File: config.mk
export PLATFORM = sky130hd
export DESIGN_NAME = scaled_bit_field_packer_unit_flat
export DESIGN_NICKNAME = d
export VERILOG_FILES = /design/src/sv/sbfp_pkg.sv /design/src/sv/sbfp_if.sv /design/src/sv/scaled_bit_field_packer_unit.sv /design/src/sv/sbfp_ram.sv /design/src/sv/sbfp_ctrl.sv /design/src/sv/sbfp_dp.sv /design/src/flat_wrapper.sv
export SDC_FILE = /design/constraint.sdc
export NUM_CORES = 2
export LEC_CHECK = 0
export ABC_AREA = 1
export BUFFER_PORTS_ARGS = -buffer_cell sky130_fd_sc_hd__buf_2
export CAP_MARGIN = 20
export CELL_PAD_IN_SITES_DETAIL_PLACEMENT = 2
export CELL_PAD_IN_SITES_GLOBAL_PLACEMENT = 2
export CORE_MARGIN = 10
export CORE_UTILIZATION = 36
export CTS_BUF_LIST = sky130_fd_sc_hd__clkbuf_8
export DETAILED_ROUTE_END_ITERATION = 8
export GPL_TIMING_DRIVEN = 0
export PLACE_DENSITY_LB_ADDON = 0.05
export REMOVE_ABC_BUFFERS = 1
export SYNTH_ARGS = -nofsm -noshare
export SYNTH_HDL_FRONTEND = slang
export SYNTH_HIERARCHICAL = 1
export SYNTH_SLANG_ARGS = --single-unit
File: constraint.sdc
create_clock -name clk -period 15.4 [get_ports clk]
set_input_delay 4.62 -clock clk [delete_from_list [all_inputs] [get_ports clk]]
set_output_delay 4.62 -clock clk [all_outputs]
set_load 0.02 [all_outputs]
File: src/sv/sbfp_pkg.sv
// Package for the scaled bit field packer.
// It holds the field widths, the command and status codes, and the control and status
// structs. Every other file but sbfp_ram depends on it.
package sbfp_pkg;

  localparam int VALUE_W   = 64;
  localparam int SCALE_W   = 31;
  localparam int FB_W      = 7;
  localparam int SB_W      = 10;
  localparam int FILL_W    = 11;
  localparam int CAPACITY  = 1024;
  localparam int ADDR_W    = 10;
  localparam int MAX_FIELD = 64;
  localparam int CNT_W     = 7;

  localparam logic [1:0] CMD_APP_U = 2'd0;
  localparam logic [1:0] CMD_APP_S = 2'd1;
  localparam logic [1:0] CMD_EXT_U = 2'd2;
  localparam logic [1:0] CMD_EXT_S = 2'd3;

  localparam logic [1:0] ST_OK     = 2'd0;
  localparam logic [1:0] ST_RANGE  = 2'd1;
  localparam logic [1:0] ST_ABSENT = 2'd2;
  localparam logic [1:0] ST_FULL   = 2'd3;

  typedef struct packed {
    logic load;
    logic div_step;
    logic app_chk;
    logic wr_step;
    logic ext_chk;
    logic rd_step;
    logic sext;
    logic mul_step;
    logic out_load;
  } ctl_t;

  typedef struct packed {
    logic is_extract;
    logic div_last;
    logic app_ok;
    logic wr_last;
    logic ext_ok;
    logic rd_last;
    logic mul_last;
  } sts_t;

endpackage

File: src/sv/sbfp_if.sv
// Channel interfaces for the scaled bit field packer.
// They depend on sbfp_pkg for the field widths.
interface sbfp_req_if import sbfp_pkg::*; ();
  logic                 valid;
  logic                 ready;
  logic [1:0]           command;
  logic [VALUE_W-1:0]   value;
  logic [FB_W-1:0]      field_bits;
  logic [SB_W-1:0]      start_bit;
  logic [SCALE_W-1:0]   scale;
  modport source(output valid, command, value, field_bits, start_bit, scale, input ready);
  modport sink(input valid, command, value, field_bits, start_bit, scale, output ready);
endinterface

interface sbfp_rsp_if import sbfp_pkg::*; ();
  logic                 valid;
  logic                 ready;
  logic [VALUE_W-1:0]   read_value;
  logic [1:0]           status;
  logic [FILL_W-1:0]    fill_level;
  modport source(output valid, read_value, status, fill_level, input ready);
  modport sink(input valid, read_value, status, fill_level, output ready);
endinterface

File: src/sv/scaled_bit_field_packer_unit.sv
// Top level of the scaled bit field packer: a 1024-bit MSB-first store with scaled
// append and extract. An append runs a 64-step restoring divider, then writes one
// bit per cycle into the single-bit store RAM; an extract reads one bit per cycle,
// then runs a 31-step shift-add multiplier. One item is worked at a time, and the
// next is taken once the result sits in the output register. Bits at or above the
// fill count read as zero.
module scaled_bit_field_packer_unit import sbfp_pkg::*; (
  input logic         clk,
  input logic         rst,
  sbfp_req_if.sink    req,
  sbfp_rsp_if.source  rsp
);
  ctl_t ctl;
  sts_t sts;

  sbfp_ctrl u_ctrl (
    .clk       (clk),
    .rst       (rst),
    .req_valid (req.valid),
    .req_ready (req.ready),
    .rsp_valid (rsp.valid),
    .rsp_ready (rsp.ready),
    .sts       (sts),
    .ctl       (ctl)
  );

  sbfp_dp u_dp (
    .clk        (clk),
    .rst        (rst),
    .ctl        (ctl),
    .sts        (sts),
    .command    (req.command),
    .value      (req.value),
    .field_bits (req.field_bits),
    .start_bit  (req.start_bit),
    .scale      (req.scale),
    .read_value (rsp.read_value),
    .status     (rsp.status),
    .fill_level (rsp.fill_level)
  );

`ifndef SYNTH
  a_err_zero: assert property (@(posedge clk) disable iff (rst)
    rsp.valid && rsp.status != ST_OK |-> rsp.read_value == '0)
    else $error("failed item returned a nonzero value");

  a_fill_cap: assert property (@(posedge clk) disable iff (rst)
    rsp.valid |-> rsp.fill_level <= FILL_W'(CAPACITY))
    else $error("fill level above capacity");

  a_busy: assert property (@(posedge clk) disable iff (rst)
    req.valid && req.ready |=> !req.ready)
    else $error("new item taken while one is in progress");
`endif
endmodule

File: src/sv/sbfp_ram.sv
// Generic single-write, single-read RAM with a registered read port.
// It has no dependencies.
module sbfp_ram #(
  parameter int WIDTH = 1,
  parameter int DEPTH = 1024
) (
  input  logic                     clk,
  input  logic                     we,
  input  logic [$clog2(DEPTH)-1:0] waddr,
  input  logic [WIDTH-1:0]         wdata,
  input  logic [$clog2(DEPTH)-1:0] raddr,
  output logic [WIDTH-1:0]         rdata
);
  logic [WIDTH-1:0] mem [DEPTH];

  always_ff @(posedge clk) begin
    if (we) begin
      mem[waddr] <= wdata;
    end
    rdata <= mem[raddr];
  end
endmodule

File: src/sv/sbfp_ctrl.sv
// Controller state machine of the scaled bit field packer.
// It depends on sbfp_pkg and sequences the datapath through command and status structs.
module sbfp_ctrl import sbfp_pkg::*; (
  input  logic clk,
  input  logic rst,
  input  logic req_valid,
  output logic req_ready,
  output logic rsp_valid,
  input  logic rsp_ready,
  input  sts_t sts,
  output ctl_t ctl
);
  localparam logic [3:0] S_IDLE  = 4'd0;
  localparam logic [3:0] S_DIV   = 4'd1;
  localparam logic [3:0] S_ACHK  = 4'd2;
  localparam logic [3:0] S_WRITE = 4'd3;
  localparam logic [3:0] S_ECHK  = 4'd4;
  localparam logic [3:0] S_READ  = 4'd5;
  localparam logic [3:0] S_SEXT  = 4'd6;
  localparam logic [3:0] S_MUL   = 4'd7;
  localparam logic [3:0] S_FIN   = 4'd8;

  logic [3:0] state, state_next;
  logic       rsp_valid_next;

  assign req_ready = (state == S_IDLE);

  always_comb begin
    ctl            = '0;
    state_next     = state;
    rsp_valid_next = rsp_valid && !rsp_ready;
    unique case (state)
      S_IDLE: begin
        if (req_valid) begin
          ctl.load   = 1'b1;
          state_next = S_DIV;
        end
      end
      S_DIV: begin
        if (sts.is_extract) begin
          state_next = S_ECHK;
        end else begin
          ctl.div_step = 1'b1;
          if (sts.div_last) state_next = S_ACHK;
        end
      end
      S_ACHK: begin
        ctl.app_chk = 1'b1;
        state_next  = sts.app_ok ? S_WRITE : S_FIN;
      end
      S_WRITE: begin
        ctl.wr_step = 1'b1;
        if (sts.wr_last) state_next = S_FIN;
      end
      S_ECHK: begin
        ctl.ext_chk = 1'b1;
        state_next  = sts.ext_ok ? S_READ : S_FIN;
      end
      S_READ: begin
        ctl.rd_step = 1'b1;
        if (sts.rd_last) state_next = S_SEXT;
      end
      S_SEXT: begin
        ctl.sext   = 1'b1;
        state_next = S_MUL;
      end
      S_MUL: begin
        ctl.mul_step = 1'b1;
        if (sts.mul_last) state_next = S_FIN;
      end
      S_FIN: begin
        if (!rsp_valid || rsp_ready) begin
          ctl.out_load   = 1'b1;
          rsp_valid_next = 1'b1;
          state_next     = S_IDLE;
        end
      end
      default: state_next = S_IDLE;
    endcase
  end

  always_ff @(posedge clk) begin
    if (rst) begin
      state     <= S_IDLE;
      rsp_valid <= 1'b0;
    end else begin
      state     <= state_next;
      rsp_valid <= rsp_valid_next;
    end
  end
endmodule

File: src/sv/sbfp_dp.sv
// Datapath of the scaled bit field packer: divider, multiplier, bit store and fill count.
// It depends on sbfp_pkg and sbfp_ram.
module sbfp_dp import sbfp_pkg::*; (
  input  logic               clk,
  input  logic               rst,
  input  ctl_t               ctl,
  output sts_t               sts,
  input  logic [1:0]         command,
  input  logic [VALUE_W-1:0] value,
  input  logic [FB_W-1:0]    field_bits,
  input  logic [SB_W-1:0]    start_bit,
  input  logic [SCALE_W-1:0] scale,
  output logic [VALUE_W-1:0] read_value,
  output logic [1:0]         status,
  output logic [FILL_W-1:0]  fill_level
);
  logic [1:0]         cmdr;
  logic [VALUE_W-1:0] dq;
  logic [SCALE_W-1:0] rem;
  logic [SCALE_W-1:0] sc;
  logic [SCALE_W-1:0] msh;
  logic [FB_W-1:0]    n;
  logic [SB_W-1:0]    start;
  logic               neg;
  logic [CNT_W-1:0]   cnt;
  logic [VALUE_W-1:0] acc;
  logic [VALUE_W-1:0] prod;
  logic [1:0]         stat;
  logic [FILL_W-1:0]  fill;
  logic               ok_d;

  logic [SCALE_W:0]   rem_sh;
  logic               ge;
  logic               width_bad;
  logic [VALUE_W-1:0] lim;
  logic               range_bad;
  logic [1:0]         app_code;
  logic [VALUE_W-1:0] q;
  logic [FILL_W-1:0]  fill_end;
  logic [FILL_W-1:0]  ext_end;
  logic [FILL_W-1:0]  rd_pos;
  logic [FILL_W-1:0]  wr_pos;
  logic               rdata;
  logic               sign_bit;
  logic [5:0]         top_idx;

  assign rem_sh    = {rem, dq[VALUE_W-1]};
  assign ge        = (rem_sh >= {1'b0, sc});
  assign width_bad = (n == '0) || (n > FB_W'(MAX_FIELD));
  assign lim       = VALUE_W'(1) << (n - FB_W'(1));
  assign fill_end  = fill + FILL_W'(n);
  assign ext_end   = FILL_W'(start) + FILL_W'(n);
  assign rd_pos    = FILL_W'(start) + FILL_W'(cnt);
  assign wr_pos    = fill + FILL_W'(cnt);
  assign q         = neg ? (VALUE_W'(0) - dq) : dq;
  assign top_idx   = 6'(n - FB_W'(1));
  assign sign_bit  = acc[top_idx];

  always_comb begin
    if (cmdr == CMD_APP_S) begin
      range_bad = neg ? (dq > lim) : (dq >= lim);
    end else begin
      range_bad = (dq >> n) != '0;
    end
  end

  always_comb begin
    priority if (width_bad) begin
      app_code = ST_RANGE;
    end else if (range_bad) begin
      app_code = ST_RANGE;
    end else if (fill_end > FILL_W'(CAPACITY)) begin
      app_code = ST_FULL;
    end else begin
      app_code = ST_OK;
    end
  end

  assign sts.is_extract = cmdr[1];
  assign sts.div_last   = (cnt == CNT_W'(VALUE_W - 1));
  assign sts.app_ok     = (app_code == ST_OK);
  assign sts.wr_last    = (cnt == n - FB_W'(1));
  assign sts.ext_ok     = !width_bad && (ext_end <= FILL_W'(CAPACITY));
  assign sts.rd_last    = (cnt == n);
  assign sts.mul_last   = (cnt == CNT_W'(SCALE_W - 1));

  sbfp_ram #(.WIDTH(1), .DEPTH(CAPACITY)) u_store (
    .clk   (clk),
    .we    (ctl.wr_step),
    .waddr (wr_pos[ADDR_W-1:0]),
    .wdata (dq[VALUE_W-1]),
    .raddr (rd_pos[ADDR_W-1:0]),
    .rdata (rdata)
  );

  always_ff @(posedge clk) begin
    if (rst) begin
      fill <= '0;
    end else if (ctl.wr_step && sts.wr_last) begin
      fill <= fill_end;
    end
  end

  always_ff @(posedge clk) begin
    ok_d <= (rd_pos < fill);
    if (ctl.load) begin
      cmdr  <= command;
      neg   <= (command == CMD_APP_S) && value[VALUE_W-1];
      dq    <= ((command == CMD_APP_S) && value[VALUE_W-1]) ? (VALUE_W'(0) - value) : value;
      rem   <= '0;
      sc    <= (scale == '0) ? SCALE_W'(1) : scale;
      n     <= field_bits;
      start <= start_bit;
      cnt   <= '0;
      acc   <= '0;
      prod  <= '0;
      stat  <= ST_OK;
    end
    if (ctl.div_step) begin
      rem <= ge ? SCALE_W'(rem_sh - {1'b0, sc}) : rem_sh[SCALE_W-1:0];
      dq  <= {dq[VALUE_W-2:0], ge};
      cnt <= cnt + CNT_W'(1);
    end
    if (ctl.app_chk) begin
      stat <= app_code;
      dq   <= q << (FB_W'(VALUE_W) - n);
      cnt  <= '0;
    end
    if (ctl.wr_step) begin
      dq  <= {dq[VALUE_W-2:0], 1'b0};
      cnt <= cnt + CNT_W'(1);
    end
    if (ctl.ext_chk) begin
      stat <= sts.ext_ok ? ST_OK : ST_ABSENT;
      cnt  <= '0;
    end
    if (ctl.rd_step) begin
      if (cnt != '0) begin
        acc <= {acc[VALUE_W-2:0], rdata & ok_d};
      end
      cnt <= cnt + CNT_W'(1);
    end
    if (ctl.sext) begin
      if (cmdr == CMD_EXT_S && n < FB_W'(MAX_FIELD) && sign_bit) begin
        acc <= acc | (~VALUE_W'(0) << n);
      end
      msh <= sc;
      cnt <= '0;
    end
    if (ctl.mul_step) begin
      if (msh[0]) begin
        prod <= prod + acc;
      end
      acc <= {acc[VALUE_W-2:0], 1'b0};
      msh <= {1'b0, msh[SCALE_W-1:1]};
      cnt <= cnt + CNT_W'(1);
    end
    if (ctl.out_load) begin
      read_value <= prod;
      status     <= stat;
      fill_level <= fill;
    end
  end
endmodule
File: src/flat_wrapper.sv
// flat-port wrapper written by rule: the top's interface ports become plain ports
module scaled_bit_field_packer_unit_flat import sbfp_pkg::*;
  (clk, rst, req_valid, req_command, req_value, req_field_bits, req_start_bit, req_scale, req_ready, rsp_valid, rsp_read_value, rsp_status, rsp_fill_level, rsp_ready);
  sbfp_req_if req_i ();
  sbfp_rsp_if rsp_i ();
  input logic clk;
  input logic rst;
  input wire logic [$bits(req_i.valid)-1:0] req_valid;
  input wire logic [$bits(req_i.command)-1:0] req_command;
  input wire logic [$bits(req_i.value)-1:0] req_value;
  input wire logic [$bits(req_i.field_bits)-1:0] req_field_bits;
  input wire logic [$bits(req_i.start_bit)-1:0] req_start_bit;
  input wire logic [$bits(req_i.scale)-1:0] req_scale;
  output wire logic [$bits(req_i.ready)-1:0] req_ready;
  output wire logic [$bits(rsp_i.valid)-1:0] rsp_valid;
  output wire logic [$bits(rsp_i.read_value)-1:0] rsp_read_value;
  output wire logic [$bits(rsp_i.status)-1:0] rsp_status;
  output wire logic [$bits(rsp_i.fill_level)-1:0] rsp_fill_level;
  input wire logic [$bits(rsp_i.ready)-1:0] rsp_ready;
  assign req_i.valid = req_valid;
  assign req_i.command = req_command;
  assign req_i.value = req_value;
  assign req_i.field_bits = req_field_bits;
  assign req_i.start_bit = req_start_bit;
  assign req_i.scale = req_scale;
  assign req_ready = req_i.ready;
  assign rsp_valid = rsp_i.valid;
  assign rsp_read_value = rsp_i.read_value;
  assign rsp_status = rsp_i.status;
  assign rsp_fill_level = rsp_i.fill_level;
  assign rsp_i.ready = rsp_ready;
  scaled_bit_field_packer_unit u_core (.clk(clk), .rst(rst), .req(req_i), .rsp(rsp_i));
endmodule
==> impl_metrics.toml <==
[synthesis]
synth.avg_cell_area_um2 = 7.78
synth_top_family_by_area = "simple AND/OR/NAND/NOR gates"
yosysTopAreaCell = "edfxtp_1"
synth_top_area_frac = 0.445
synth-simple-area-share = 0.333
yosys-mux-area-fraction = 0
yosysMostFrequentCell = "nand2_1"
yosysSeqAreaShare = 0.480
ys_seq_elements = 1433
ys.flop_type = "edfxtp_1"
synth_area_um2 = 86600
synth_xor_area_frac = 0.0132
ys_async_sr_fraction = 0
syn_inst = 11100
synth_edf_count = 1285
synth.area.top_cells = "edfxtp_1 45%, nand2_1 12%, nand3_1 12%"
synth_compound_gate_area_share = 0.0755
yosys.area_share.adder = 0.0316
yosysUniqueCellTypes = 72
yosys-top-cells-count = "2841 x nand2_1, 2109 x nand3_1, 1619 x nor2_1"
yosys_warnings = 6

[worst_setup_path]
path_class = "flop to flop"
cp_max_fo = 65
crit-reg2reg-capture = "u_core/u_ctrl/state[0]$_SDFFE_PP0P_"
r2r_slack_ps = 6980
endpoint_kind = "flop"
critPathLaunchType = "flop"
ff2ff_path_depth = 32
critPathArrivalTime_ps = 9320
slowest_stage = "nor2_1"
regToRegStartpoint = "u_core/u_dp/n[0]$_DFFE_PP_"
crit_top_cell = "nand2_1"
cpPeakStageDelay_ps = 980
required_ps = 16300

[sta]
min_period_ps = 8420
drv_slew = 0
finalHoldViolCount = 0
setup-violations-final = 0
fmax_ghz = 0.119
rsz0062_at_grt = "no"
fin_crit_sh = 0.547
worst_slew_pin_slew_ps = 1200
clock_skew_ps = 114
layout_setup_ws_ps = 6980
slew_headroom = 0.197

[clock_tree]
htreeDepth = 5
cts.sinks = 1433
cts_resized = 0
clk_path_buf_depth = 4
cts_buffers = 287
cts-root-buf = "clkbuf_8"
clk_pin_slew_ps = 60
clk_latency_ps = 1080
postCtsHoldBufs = 0
cts_tree = "built"
post_cts_buffers = 0

[floorplanning]
die_area_um2 = 261000
die_width_um = 511
rows = 180
initial_utilization = 0.361
fp.dieH_um = 511
core_area_um2 = 240000
io_pins = 197

[layout]
area_growth_pct = 13.7
drive_above_1_share = 0.0788
finalNetCount = 11400
instances_no_fill = 14500
fin_util = 0.410

[routing]
wl_per_cell_um = 27.0
dr.pass1.iters = 5
remaining_drc_errors = 0
vias_per_cell = 5.72
dr_total_vias = 82700
antenna_left = 0
drt_wl_total_mm = 390
drt_iter0_drc = 6539

[status]
status = "completed"

[worst_hold_path]
hold_path_depth = 0
min_path_type = "flop to flop"
whs_endpoint = "u_core/u_dp/status[0]$_DFFE_PP_"
worstHoldStart = "u_core/u_dp/stat[0]$_SDFFCE_PP0P_"

[flow_run]
cap_viol_max_count = 0

[place]
place_congestion = 0.889
io_buffer_count = 196
pre_cts_ws_ps = 7060
dp_hpwl_mm = 268
placed_cells = 14000

[global_route]
grt_overflow = 0
grt_pass1_vias = 88300
grt_pass1_wl_mm = 574
grt_max_degree = 190
antenna_found_initial = 16
grtUsageTotal = 0.289

[power]
peakVddDrop_v = 0.000211
leakage_nw = 38.1
powerDensity_nw_per_um2 = 213
[metal layers]
metal / part of all wire / track usage
met4: 0.042 / 0.115
met3: 0.044 / 0.0323
met2: 0.49 / 0.497
met1: 0.43 / 0.372
met5: 0 / 0
[critical path: cells and delay by family, from the launching register on]
family	cells	cell delay, ps
xor+xnor	1	390
buf+inv	10	2030
flops	1	760
fa+ha+maj	2	760
compound gates	1	220
simple gates	18	4070
[final cells by class]
| type | instances | area [um^2] |
|---|---|---|
| fill | 27300 | 142000 |
| multi-input combinational | 8353 | 39600 |
| clock inverter | 174 | 908 |
| sequential | 1433 | 41500 |
| clock buffer | 300 | 4130 |
| inverter | 596 | 2300 |
| timing repair buffer | 411 | 6010 |
| antenna | 9 | 22.5 |
| tap | 3185 | 3990 |
[how the worst max path moves through the flow]
stage,startpoint,endpoint,slack (ps),depth (start not counted)
after floorplan,u_core/u_dp/dq[63]$_DFFE_PP_,u_core/u_dp/rem[0]$_SDFFCE_PN0P_,-960,18
after global placement,u_core/u_dp/cnt[0]$_DFFE_PP_,u_core/u_dp/u_store/rdata$_DFF_P_,-23480,14
after detailed placement,req_command[1],u_core/u_dp/dq[60]$_DFFE_PP_,7060,13
after CTS,u_core/u_dp/n[0]$_DFFE_PP_,u_core/u_ctrl/state[0]$_SDFFE_PP0P_,7050,32
after global routing,u_core/u_dp/n[0]$_DFFE_PP_,u_core/u_ctrl/state[0]$_SDFFE_PP0P_,6570,32
final,u_core/u_dp/n[0]$_DFFE_PP_,u_core/u_ctrl/state[0]$_SDFFE_PP0P_,6980,32
[cells by family after synthesis]
group	after synthesis
buf+inv	1353
xor+xnor	128
compound gates	1214
flops	1433
fa+ha+maj	215
simple gates	6796
[through the flow]
step | hold slack, ps | cell area [um^2] | total power [mW] | TNS [ps]
after global routing | 424 | 98500 | 22.2 | 0
after global placement | 400 | 88000 | 16.2 | -
final | 421 | 98500 | 20.9 | 0
after detailed placement | 411 | 92700 | 17.2 | 0
after floorplan | 400 | 83000 | 12.7 | -18780
after CTS | 424 | 97700 | 20.9 | 0
[cell usage in the layout (no fill, tap or decap), drive strengths merged, types with 68 or more instances in the layout]
master,synthesis,routed
nand2,2848,2848
nand3,2118,2118
nor2,1637,1637
edfxtp,1285,1285
inv,588,688
o21ai,589,589
a21oi,447,447
buf,384,411
clkbuf,373,300
ha,209,209
dfxtp,148,148
xor2,76,76
nor3,74,74
clkinv,8,68
[where the power goes]
| group | internal [mW] | switching (mW) |
|---|---|---|
| clock | 1.90 | 1.75 |
| sequential | 5.06 | 0.537 |
| combinational | 3.40 | 8.29 |
| total | 10.4 | 10.6 |
[flip-flops by register name (all words and copies together) (netlist names), 31 cells and up]
signal / flops
u_core/u_dp/acc: 64
u_core/u_dp/dq: 64
u_core/u_dp/msh: 31
u_core/u_dp/prod: 64
u_core/u_dp/read_value: 64
u_core/u_dp/rem: 31
u_core/u_dp/sc: 31
u_core/u_dp/u_store/mem: 1024
Note: power is estimated with default switching activity, not from simulation.
